<file path="src/hw/rtl/bms_pkg.sv">
// shared types, register codes and saturating helpers for the ball motion step
package bms_pkg;

  localparam int DATA_W      = 32;
  localparam int RADIUS_W    = 7;
  localparam int CFG_DATA_W  = 20;
  localparam int CFG_INDEX_W = 3;
  localparam int MUL_SHIFT   = 16;

  localparam logic [CFG_INDEX_W-1:0] CFG_GRAVITY_STEP   = 3'd0;
  localparam logic [CFG_INDEX_W-1:0] CFG_TIME_STEP      = 3'd1;
  localparam logic [CFG_INDEX_W-1:0] CFG_DAMPING        = 3'd2;
  localparam logic [CFG_INDEX_W-1:0] CFG_REST_THRESHOLD = 3'd3;
  localparam logic [CFG_INDEX_W-1:0] CFG_ARENA_W        = 3'd4;
  localparam logic [CFG_INDEX_W-1:0] CFG_ARENA_H        = 3'd5;

  localparam logic [19:0] RST_GRAVITY_STEP   = 20'd32768;
  localparam logic [15:0] RST_TIME_STEP      = 16'd1092;
  localparam logic [16:0] RST_DAMPING        = 17'd65470;
  localparam logic [19:0] RST_REST_THRESHOLD = 20'd3277;
  localparam logic [12:0] RST_ARENA_W        = 13'd1024;
  localparam logic [12:0] RST_ARENA_H        = 13'd768;

  localparam logic signed [33:0] SAT_HI = 34'sd2147483647;
  localparam logic signed [33:0] SAT_LO = -34'sd2147483648;

  typedef struct packed {
    logic signed [DATA_W-1:0] pos_x;
    logic signed [DATA_W-1:0] pos_y;
    logic signed [DATA_W-1:0] vel_x;
    logic signed [DATA_W-1:0] vel_y;
    logic [RADIUS_W-1:0]      radius;
  } in_item_t;

  typedef struct packed {
    logic signed [DATA_W-1:0] new_pos_x;
    logic signed [DATA_W-1:0] new_pos_y;
    logic signed [DATA_W-1:0] new_vel_x;
    logic signed [DATA_W-1:0] new_vel_y;
    logic                     hit_side;
    logic                     hit_floor_ceiling;
  } out_item_t;

  function automatic logic signed [DATA_W-1:0] sat32(input logic signed [33:0] v);
    logic signed [DATA_W-1:0] r;
    if (v > SAT_HI) r = 32'sh7FFFFFFF;
    else if (v < SAT_LO) r = 32'sh80000000;
    else r = $signed(v[DATA_W-1:0]);
    return r;
  endfunction

  // negation where the most negative value maps to the most positive
  function automatic logic signed [DATA_W-1:0] neg_sat32(input logic signed [DATA_W-1:0] v);
    logic signed [33:0] w;
    w = 34'(v);
    return sat32(-w);
  endfunction

  function automatic logic [DATA_W-1:0] mag32(input logic signed [DATA_W-1:0] v);
    logic [DATA_W-1:0] m;
    m = v[DATA_W-1] ? (~v + 32'd1) : v;
    return m;
  endfunction

endpackage

</file>
<file path="src/hw/rtl/bms_mul_q16.sv">
// registered signed by unsigned Q16 multiply, truncated toward zero, saturated
module bms_mul_q16 #(
  parameter int KW = 17
) (
  input  logic                            clk,
  input  logic                            en,
  input  logic signed [bms_pkg::DATA_W-1:0] v,
  input  logic [KW-1:0]                   k,
  output logic signed [bms_pkg::DATA_W-1:0] q
);
  import bms_pkg::*;

  localparam int PW = DATA_W + KW;
  localparam int RW = PW - MUL_SHIFT;

  logic [PW-1:0] prod;
  logic          neg;
  logic [RW-1:0] r;
  logic signed [33:0] rs;

  always_ff @(posedge clk) begin
    if (en) begin
      prod <= {{KW{1'b0}}, mag32(v)} * {{DATA_W{1'b0}}, k};
      neg  <= v[DATA_W-1];
    end
  end

  always_comb begin
    r  = prod[PW-1:MUL_SHIFT];
    rs = $signed(34'(r));
    q  = sat32(neg ? -rs : rs);
  end

endmodule

</file>
<file path="config.mk">
export PLATFORM = sky130hd
export DESIGN_NAME = bms_mul_q16
export DESIGN_NICKNAME = d
export VERILOG_FILES = /design/src/hw/rtl/bms_pkg.sv /design/src/hw/rtl/bms_mul_q16.sv
export SDC_FILE = /design/constraint.sdc
export NUM_CORES = 1
export LEC_CHECK = 0
export BUFFER_PORTS_ARGS = -buffer_cell sky130_fd_sc_hd__buf_2
export CAP_MARGIN = 20
export CORE_MARGIN = 1
export CORE_UTILIZATION = 40
export CTS_BUF_LIST = sky130_fd_sc_hd__clkbuf_8
export DETAILED_ROUTE_END_ITERATION = 12
export GPL_ROUTABILITY_DRIVEN = 0
export GPL_TIMING_DRIVEN = 0
export PLACE_DENSITY_LB_ADDON = 0.3
export RECOVER_POWER = 25
export REMOVE_ABC_BUFFERS = 1
export SETUP_SLACK_MARGIN = 0.4
export SYNTH_ARGS = -nofsm -noshare
export SYNTH_HDL_FRONTEND = slang
export SYNTH_SLANG_ARGS = --single-unit
</file>
<file path="constraint.sdc">
create_clock -name clk -period 10.21 [get_ports clk]
set_input_delay 1.5315 -clock clk [delete_from_list [all_inputs] [get_ports clk]]
set_output_delay 1.5315 -clock clk [all_outputs]
set_load 0.01 [all_outputs]
</file>
==> results of run 1 <==
## synthesized netlist by cell type (all sizes together), types with 5 or more instances
master | count | area, µm²
nor2 | 29 | 109
ha | 123 | 1540
nor4 | 5 | 31.3
buf | 5 | 32.5
o211ai | 5 | 37.5
edfxtp | 34 | 1020
nand4 | 9 | 56.3
fa | 447 | 8950
a2111oi | 5 | 43.8
or4 | 12 | 109
nand2b | 7 | 43.8
and2 | 212 | 1330
or3 | 11 | 78.8
inv | 490 | 1840
xor2 | 38 | 333
o22ai | 5 | 31.3
nor3 | 8 | 40.0
nand3 | 12 | 60.1
o41ai | 10 | 106
clkbuf | 98 | 368
nand2 | 379 | 1420
o21ai | 82 | 410
a21oi | 43 | 215
o21bai | 6 | 45.0
xnor2 | 55 | 489
a211oi | 6 | 45.0
a21o | 8 | 60.1
and3 | 6 | 37.5
o31ai | 18 | 135
## worst paths after layout
path                  startpoint                  to  slack, ns  cells after the start
worst max-delay path        v[7]  prod[44]$_DFFE_PP_       0.48                     30
worst min-delay path       v[31]       neg$_DFFE_PP_       1.98                      1
## worst max-delay path, delay by kind of cell
family	cells	cell delay (ns)
AO/OA/AOI/OAI	6	1.26
XOR/XNOR	2	0.29
adder cells (fa/ha/maj)	7	3.36
buffers and inverters	7	0.73
AND/OR/NAND/NOR	8	2.55
## per-stage QoR
stage / cells / util, % / TNS, ns / area [µm²]
after floorplan: 2097 / - / 0 / 18900
after global placement: 2794 / 42.1 / -13.80 / 20100
after detailed placement: 2818 / 43.2 / -8.10 / 20600
after CTS: 2855 / 44.5 / 0 / 21200
after global routing: 2874 / 45.3 / 0 / 21600
final: 2874 / 45.3 / 0 / 21600
## what timing repair did
| item | CTS | global route |
|---|---|---|
| cloned | 0 | 0 |
| endpoints found under the setup margin | 17 | 17 |
| endpoints found under the hold margin | 0 | 0 |
| resized for setup | 59 | 62 |
| pin swaps | 54 | 43 |
| buffers inserted | 29 | 19 |
## metal layers
| metal | global-route usage (%) | vias up |
|---|---|---|
| met5 | 0 | - |
| met4 | 3.02 | 0 |
| met3 | 3.68 | 50 |
| met2 | 36.1 | 591 |
| met1 | 31.0 | 7757 |
| li1 | - | 6705 |
## state kept, by name (all words and copies together) (netlist names)
signal / count
prod: 33
neg: 1
## area by class of cell
| type | instances | area share, % |
|---|---|---|
| repair buffers | 154 | 5.33 |
| flip-flops and latches | 34 | 4.73 |
| multi-input cells | 1573 | 77.5 |
| well taps | 615 | 3.56 |
| inverters | 490 | 8.52 |
| clock buffers | 5 | 0.319 |
| clock inverters | 3 | 0.0580 |
## cell families after synthesis
| logic type | count (synthesis) | share of synthesized area [%] |
|---|---|---|
| mux | 1 | 0.0519 |
| compound gates | 209 | 6.76 |
| xor+xnor | 93 | 4.26 |
| fa+ha+maj | 570 | 54.4 |
| flops | 34 | 5.29 |
| simple gates | 700 | 17.7 |
| buf+inv | 593 | 11.6 |
==> impl_metrics.env, run 1 <==
export IMPL_die_height_um=222
export IMPL_row_count=80
export IMPL_relSlewSlack_pct=-12.5
export IMPL_violations="capacitance limit, slew limit"
export IMPL_period_minus_slack_ns=9.73
export IMPL_post_dp_hpwl_um=40700
export IMPL_start_util_pct=40.5
export IMPL_cp_arrival_ns=9.74
export IMPL_hold_viol=0
export IMPL_num_io_pins=83
export IMPL_top_layer="met4"
export IMPL_pre_cts_ws_ns=-1.04
export IMPL_required_ns=10.22
export IMPL_cp_max_fo=6
export IMPL_cpMaxStageDelayCell="fa_1"
export IMPL_worst_pin_slew_ns=1.69
export IMPL_cts_sinks=34
export IMPL_regArea_um2=1020
export IMPL_drive_gt1_share_pct=12.1
export IMPL_wirelength_met1_um=23100
export IMPL_vias_per_cell=5.26
export IMPL_multiInputGateArea_um2=16700
export IMPL_layout_common_cells="480 x inv_1, 442 x fa_1, 378 x nand2_1"
export IMPL_diodes=0
export IMPL_layout_setup_ws_ns=0.483
export IMPL_finalCritPeriodShare_pct=95.3
export IMPL_drv_slew=35
export IMPL_ys_flop_type="edfxtp_1"
export IMPL_numCtsBuffers=5
export IMPL_postRouteAntennaNets=0
export IMPL_critPathKind="primary input to flip-flop"
export IMPL_syn_area_um2=19300
export IMPL_rsz0062_at_grt="yes"
export IMPL_numPortBuffers=82
export IMPL_clock_path_buffers=2
export IMPL_drtIter0Drc=935
export IMPL_antenna_found_initial=1
export IMPL_num_vias=15100
export IMPL_drc=0
export IMPL_die_width_um=222
export IMPL_cp_end_kind="flip-flop"
export IMPL_tritoncts="yes"
export IMPL_routed_wl_um=52800
export IMPL_grt_pass1_wl_um=85700
export IMPL_dr_pass1_iters=5
export IMPL_cts_hold_fix_buffers=0
export IMPL_holdWs_ns=1.98
export IMPL_slowest_delay_ns=0.55
export IMPL_final_setup_viol_count=0
export IMPL_synthArstFlopShare_pct=0
export IMPL_yosysWarningCount=0
export IMPL_dieArea_um2=49100
export IMPL_core_um2=47600
export IMPL_fillers=4563
export IMPL_synth_seq_cells=34
export IMPL_hp_class="primary input to flip-flop"
export IMPL_grt_pass1_vias=16200
export IMPL_mostFrequentLayoutCell="inv_1"
export IMPL_synth_edf_count=34
export IMPL_maxCapViolations=1
export IMPL_grt_overflow_total=0
export IMPL_wl_met2_um=24900
export IMPL_grt_max_degree=35
export IMPL_path_common_cell="fa_1"
export IMPL_syn_to_final_growth_pct=11.9
export IMPL_fin_nets=2879
export IMPL_seq_area_frac_synth_pct=5.29
export IMPL_dr_wl_met3_um=4270
export IMPL_synthCells=2200
export IMPL_fmax_ghz=0.103
export IMPL_h_tree_depth=2
export IMPL_synth_avg_cell_area_um2=8.77
export IMPL_yosys_cell_types_count=59
export IMPL_status="finished, violations left"
export IMPL_wire_per_inst_um=18.4
export IMPL_globalRouteTotalUtil_pct=21.9
export IMPL_path_clk_slew_ns=0.06
export IMPL_startpoint_type="primary input"
export IMPL_cts_root_buf="clkbuf_8"
Power of run 1 is not shown: default switching activity piles up to over one toggle a cycle in this logic, so the estimate is an artifact.
==> inputs of run 2 (changes only) <==
--- a/config.mk
+++ b/config.mk
@@ -8,7 +8,7 @@
 export BUFFER_PORTS_ARGS = -buffer_cell sky130_fd_sc_hd__buf_2
 export CAP_MARGIN = 20
 export CORE_MARGIN = 1
-export CORE_UTILIZATION = 40
+export CORE_UTILIZATION = 30
 export CTS_BUF_LIST = sky130_fd_sc_hd__clkbuf_8
 export DETAILED_ROUTE_END_ITERATION = 12
 export GPL_ROUTABILITY_DRIVEN = 0
==> run 2 against run 1 <==
The flow still finishes with violations (capacitance limit, slew limit). Final cell count rose by 8.0%. Flip-flop and latch count is the same. Cell area is 0.77% higher. Critical path type unchanged. Critical endpoint unchanged. Largest cell class unchanged. Highest routed layer unchanged.
==> impl_metrics.env, run 2 (synthesis gave the netlist of run 1 again) <==
export IMPL_globalRouteTotalUtil_pct=17.3
export IMPL_hp_class="primary input to flip-flop"
export IMPL_vias_per_cell=4.76
export IMPL_die_height_um=256
export IMPL_row_count=92
export IMPL_die_width_um=256
export IMPL_mostFrequentLayoutCell="inv_1"
export IMPL_drive_gt1_share_pct=11.5
export IMPL_layout_common_cells="483 x inv_1, 442 x fa_1, 375 x nand2_1"
export IMPL_wirelength_met1_um=24800
export IMPL_numPortBuffers=82
export IMPL_drtIter0Drc=675
export IMPL_num_vias=14800
export IMPL_routed_wl_um=54900
export IMPL_dpl_cell_area_um2=20900
export IMPL_cp_num_buf_inv=7
export IMPL_startpoint_type="primary input"
export IMPL_grt_pass1_vias=16600
export IMPL_slowest_delay_ns=0.56
export IMPL_syn_to_final_growth_pct=12.8
export IMPL_finalCritPeriodShare_pct=95.4
export IMPL_fin_nets=2877
export IMPL_pre_cts_ws_ns=-1.03
export IMPL_top_layer="met4"
export IMPL_cp_max_fo=5
export IMPL_diodes=0
export IMPL_num_io_pins=83
export IMPL_period_minus_slack_ns=9.74
export IMPL_stdcell_area_um2=21800
export IMPL_crit_family="adder cells"
export IMPL_cts_root_buf="clkbuf_8"
export IMPL_dr_wl_met3_um=2340
export IMPL_cp_arrival_ns=9.76
export IMPL_grt_max_degree=35
export IMPL_path_common_cell="fa_1"
export IMPL_layout_setup_ws_ns=0.474
export IMPL_antenna_found_initial=1
export IMPL_postRouteAntennaNets=0
export IMPL_largest_reg_flops=33
export IMPL_tritoncts="yes"
export IMPL_drv_slew=35
export IMPL_numCtsBuffers=5
export IMPL_cts_sinks=34
export IMPL_dieArea_um2=65300
export IMPL_status="finished, violations left"
export IMPL_grt_overflow_total=0
export IMPL_dr_pass1_iters=5
export IMPL_cpMaxStageDelayCell="fa_2"
export IMPL_rsz0062_at_grt="yes"
export IMPL_h_tree_depth=2
export IMPL_maxCapViolations=1
export IMPL_worst_pin_slew_ns=1.61
export IMPL_cp_end_kind="flip-flop"
export IMPL_clock_path_buffers=2
export IMPL_path_clk_slew_ns=0.06
export IMPL_critPathKind="primary input to flip-flop"
export IMPL_hold_viol=0
export IMPL_required_ns=10.23
export IMPL_start_util_pct=30.5
export IMPL_wl_met2_um=26500
export IMPL_post_dp_hpwl_um=43000
export IMPL_violations="capacitance limit, slew limit"
export IMPL_biggestRegsByFlops="prod x33, neg x1"
export IMPL_grt_pass1_wl_um=89400
export IMPL_cts_hold_fix_buffers=0
export IMPL_fmax_ghz=0.103
export IMPL_drc=0
export IMPL_wire_per_inst_um=17.7
export IMPL_largest_register="prod"
export IMPL_final_setup_viol_count=0
export IMPL_core_um2=63300
export IMPL_relSlewSlack_pct=-7.56
## run 2: worst paths after layout
| path | depth (start not counted) | slack (ns) | to | start |
|---|---|---|---|---|
| worst max-delay path | 30 | 0.47 | prod[44]$_DFFE_PP_ | v[7] |
| worst min-delay path | 1 | 1.96 | neg$_DFFE_PP_ | v[31] |
## run 2: through the flow
stage,hold WS [ns],util (%),setup TNS (ns),std cells
after global placement,2.12,32.2,-14.69,3025
final,1.96,34.4,0,3103
after CTS,1.82,34.2,0,3098
after detailed placement,2.13,33.0,-8.07,3051
after global routing,1.99,34.4,0,3103
after floorplan,1.63,-,0,2097
## run 2: layer usage
| metal | vias up | GRT usage (%) |
|---|---|---|
| met3 | 88 | 1.49 |
| met4 | 0 | 5.24 |
| li1 | 6698 | - |
| met5 | - | 0 |
| met1 | 7578 | 23.0 |
| met2 | 403 | 29.7 |
## run 2: what timing repair did
item	CTS	global route
resized for setup	75	16
endpoints found under the setup margin	18	14
pin swaps	66	13
hold endpoints to repair	0	0
setup buffers	39	5
## run 2: cell type report
class / count / area (µm²)
inverters: 490 / 1840
fillers: 6570 / 41600
repair buffers: 152 / 1130
well taps: 846 / 1060
flip-flops and latches: 34 / 1020
clock inverters: 3 / 41.3
clock buffers: 5 / 68.8
multi-input cells: 1573 / 16600
Power of run 2 is left out for the same reason.
==> inputs of run 3 (changes only) <==
==> constraint.sdc (replaced) <==
create_clock -name clk -period 12.5 [get_ports clk]
set_input_delay 1.875 -clock clk [delete_from_list [all_inputs] [get_ports clk]]
set_output_delay 1.875 -clock clk [all_outputs]
set_load 0.05 [all_outputs]
==> run 3 against run 2 <==
The flow still finishes with violations (capacitance limit, slew limit). Global-route usage shrank 0.31 points. Via count decreased by 1.3%. Core utilization fell by 1.2 points. Flip-flop and latch count unchanged. Die area unchanged. Hold slack improved by 0.61 ns. Count of clock-buffer cells in the layout is the same. Worst setup slack improved by 0.77 ns. Cell area decreased by 3.4%. Non-clock buffer count is 44 lower. Critical path type unchanged.
==> impl_metrics.env, run 3 (synthesis gave the netlist of run 1 again) <==
export IMPL_row_count=92
export IMPL_finalCoreUtilization_pct=33.2
export IMPL_holdWs_ns=2.57
export IMPL_h_tree_depth=2
export IMPL_diodes=0
export IMPL_grt_overflow_total=0
export IMPL_globalRouteTotalUtil_pct=16.9
export IMPL_drtIter0Drc=705
export IMPL_finalCritPeriodShare_pct=90.0
export IMPL_fin_nets=2833
export IMPL_antenna_found_initial=1
export IMPL_postRouteAntennaNets=0
export IMPL_rsz0062_at_grt="no"
export IMPL_path_common_cell="fa_1"
export IMPL_relSlewSlack_pct=-22.0
export IMPL_cts_hold_fix_buffers=0
export IMPL_grt_max_degree=35
export IMPL_grt_pass1_wl_um=87800
export IMPL_tritoncts="yes"
export IMPL_drv_slew=69
export IMPL_wire_per_inst_um=17.6
export IMPL_startpoint_type="primary input"
export IMPL_cp_max_fo=19
export IMPL_period_minus_slack_ns=11.25
export IMPL_path_clk_slew_ns=0.07
export IMPL_num_vias=14600
export IMPL_num_io_pins=83
export IMPL_required_ns=12.52
export IMPL_fillers=6635
export IMPL_numPortBuffers=82
export IMPL_multiInputGateArea_um2=16300
export IMPL_worst_pin_slew_ns=1.83
export IMPL_regArea_um2=1020
export IMPL_wirelength_met1_um=24500
export IMPL_hold_viol=0
export IMPL_numCtsBuffers=5
export IMPL_routed_wl_um=53800
export IMPL_hp_class="primary input to flip-flop"
export IMPL_dieArea_um2=65300
export IMPL_largest_register="prod"
export IMPL_slowest_delay_ns=0.62
export IMPL_wl_met2_um=25600
export IMPL_dr_pass1_iters=5
export IMPL_mostFrequentLayoutCell="inv_1"
export IMPL_critPathKind="primary input to flip-flop"
export IMPL_syn_to_final_growth_pct=8.96
export IMPL_grt_pass1_vias=16300
export IMPL_die_width_um=256
export IMPL_vias_per_cell=4.76
export IMPL_cts_sinks=34
export IMPL_drive_gt1_share_pct=7.09
export IMPL_fmax_ghz=0.0889
export IMPL_post_dp_hpwl_um=43000
export IMPL_largest_reg_flops=33
export IMPL_drc=0
export IMPL_ctsResizeCount=0
export IMPL_maxCapViolations=2
export IMPL_cp_end_kind="flip-flop"
export IMPL_cts_setup_buffers=0
export IMPL_cts_root_buf="clkbuf_8"
export IMPL_layout_common_cells="491 x inv_1, 447 x fa_1, 379 x nand2_1"
export IMPL_clock_path_buffers=2
export IMPL_cp_arrival_ns=11.27
export IMPL_biggestRegsByFlops="prod x33, neg x1"
export IMPL_setup_tns_ns=0
export IMPL_dr_wl_met3_um=2220
export IMPL_cpMaxStageDelayCell="fa_1"
export IMPL_status="finished, violations left"
export IMPL_die_height_um=256
export IMPL_top_layer="met4"
export IMPL_final_setup_viol_count=0
export IMPL_core_um2=63300
export IMPL_violations="capacitance limit, slew limit"
export IMPL_start_util_pct=30.5
[run 3: cell types whose count changed in the layout (fill, tap and decap cells not counted), moves of 6 or more]
cell,before,now
o31ai_1,12,18
o21ai_0,74,80
inv_1,483,491
inv_2,8,0
buf_4,40,0
ha_4,6,0
ha_1,115,123
a21oi_1,37,43
[run 3: area by class of cell]
class | instances | share of cell area (%)
Tap cell | 846 | 5.04
Multi-Input combinational cell | 1573 | 77.3
Clock buffer | 5 | 0.327
Inverter | 490 | 8.75
Clock inverter | 3 | 0.196
Sequential cell | 34 | 4.86
Timing Repair Buffer | 108 | 3.53
[run 3: worst paths after layout]
kind              cells past startpoint                 end  from
hold / removal                        1  prod[17]$_DFFE_PP_    en
setup / recovery                     29  prod[44]$_DFFE_PP_  v[0]
[run 3: worst max-delay path, delay by kind of cell]
kind	cells	cell delay (ns)
AND/OR/NAND/NOR	7	2.68
adder cells (fa/ha/maj)	8	3.81
XOR/XNOR	2	0.39
buffers and inverters	5	0.51
AO/OA/AOI/OAI	7	1.98
[run 3: through the flow]
step | instance area [µm²] | worst slack (ns) | std cells
floorplan | 18900 | 2.21 | 2097
global placement | 20400 | 0.524 | 3025
detailed placement | 20900 | 0.914 | 3051
CTS | 21000 | 1.21 | 3059
global route | 21000 | 0.710 | 3059
finish | 21000 | 1.25 | 3059
[run 3: routing by layer]
metal | global-route usage (%) | vias up
met2 | 29.1 | 398
met3 | 1.15 | 87
li1 | - | 6608
met4 | 4.67 | 0
met5 | 0 | -
met1 | 23.0 | 7476
Power of run 3 is left out for the same reason.
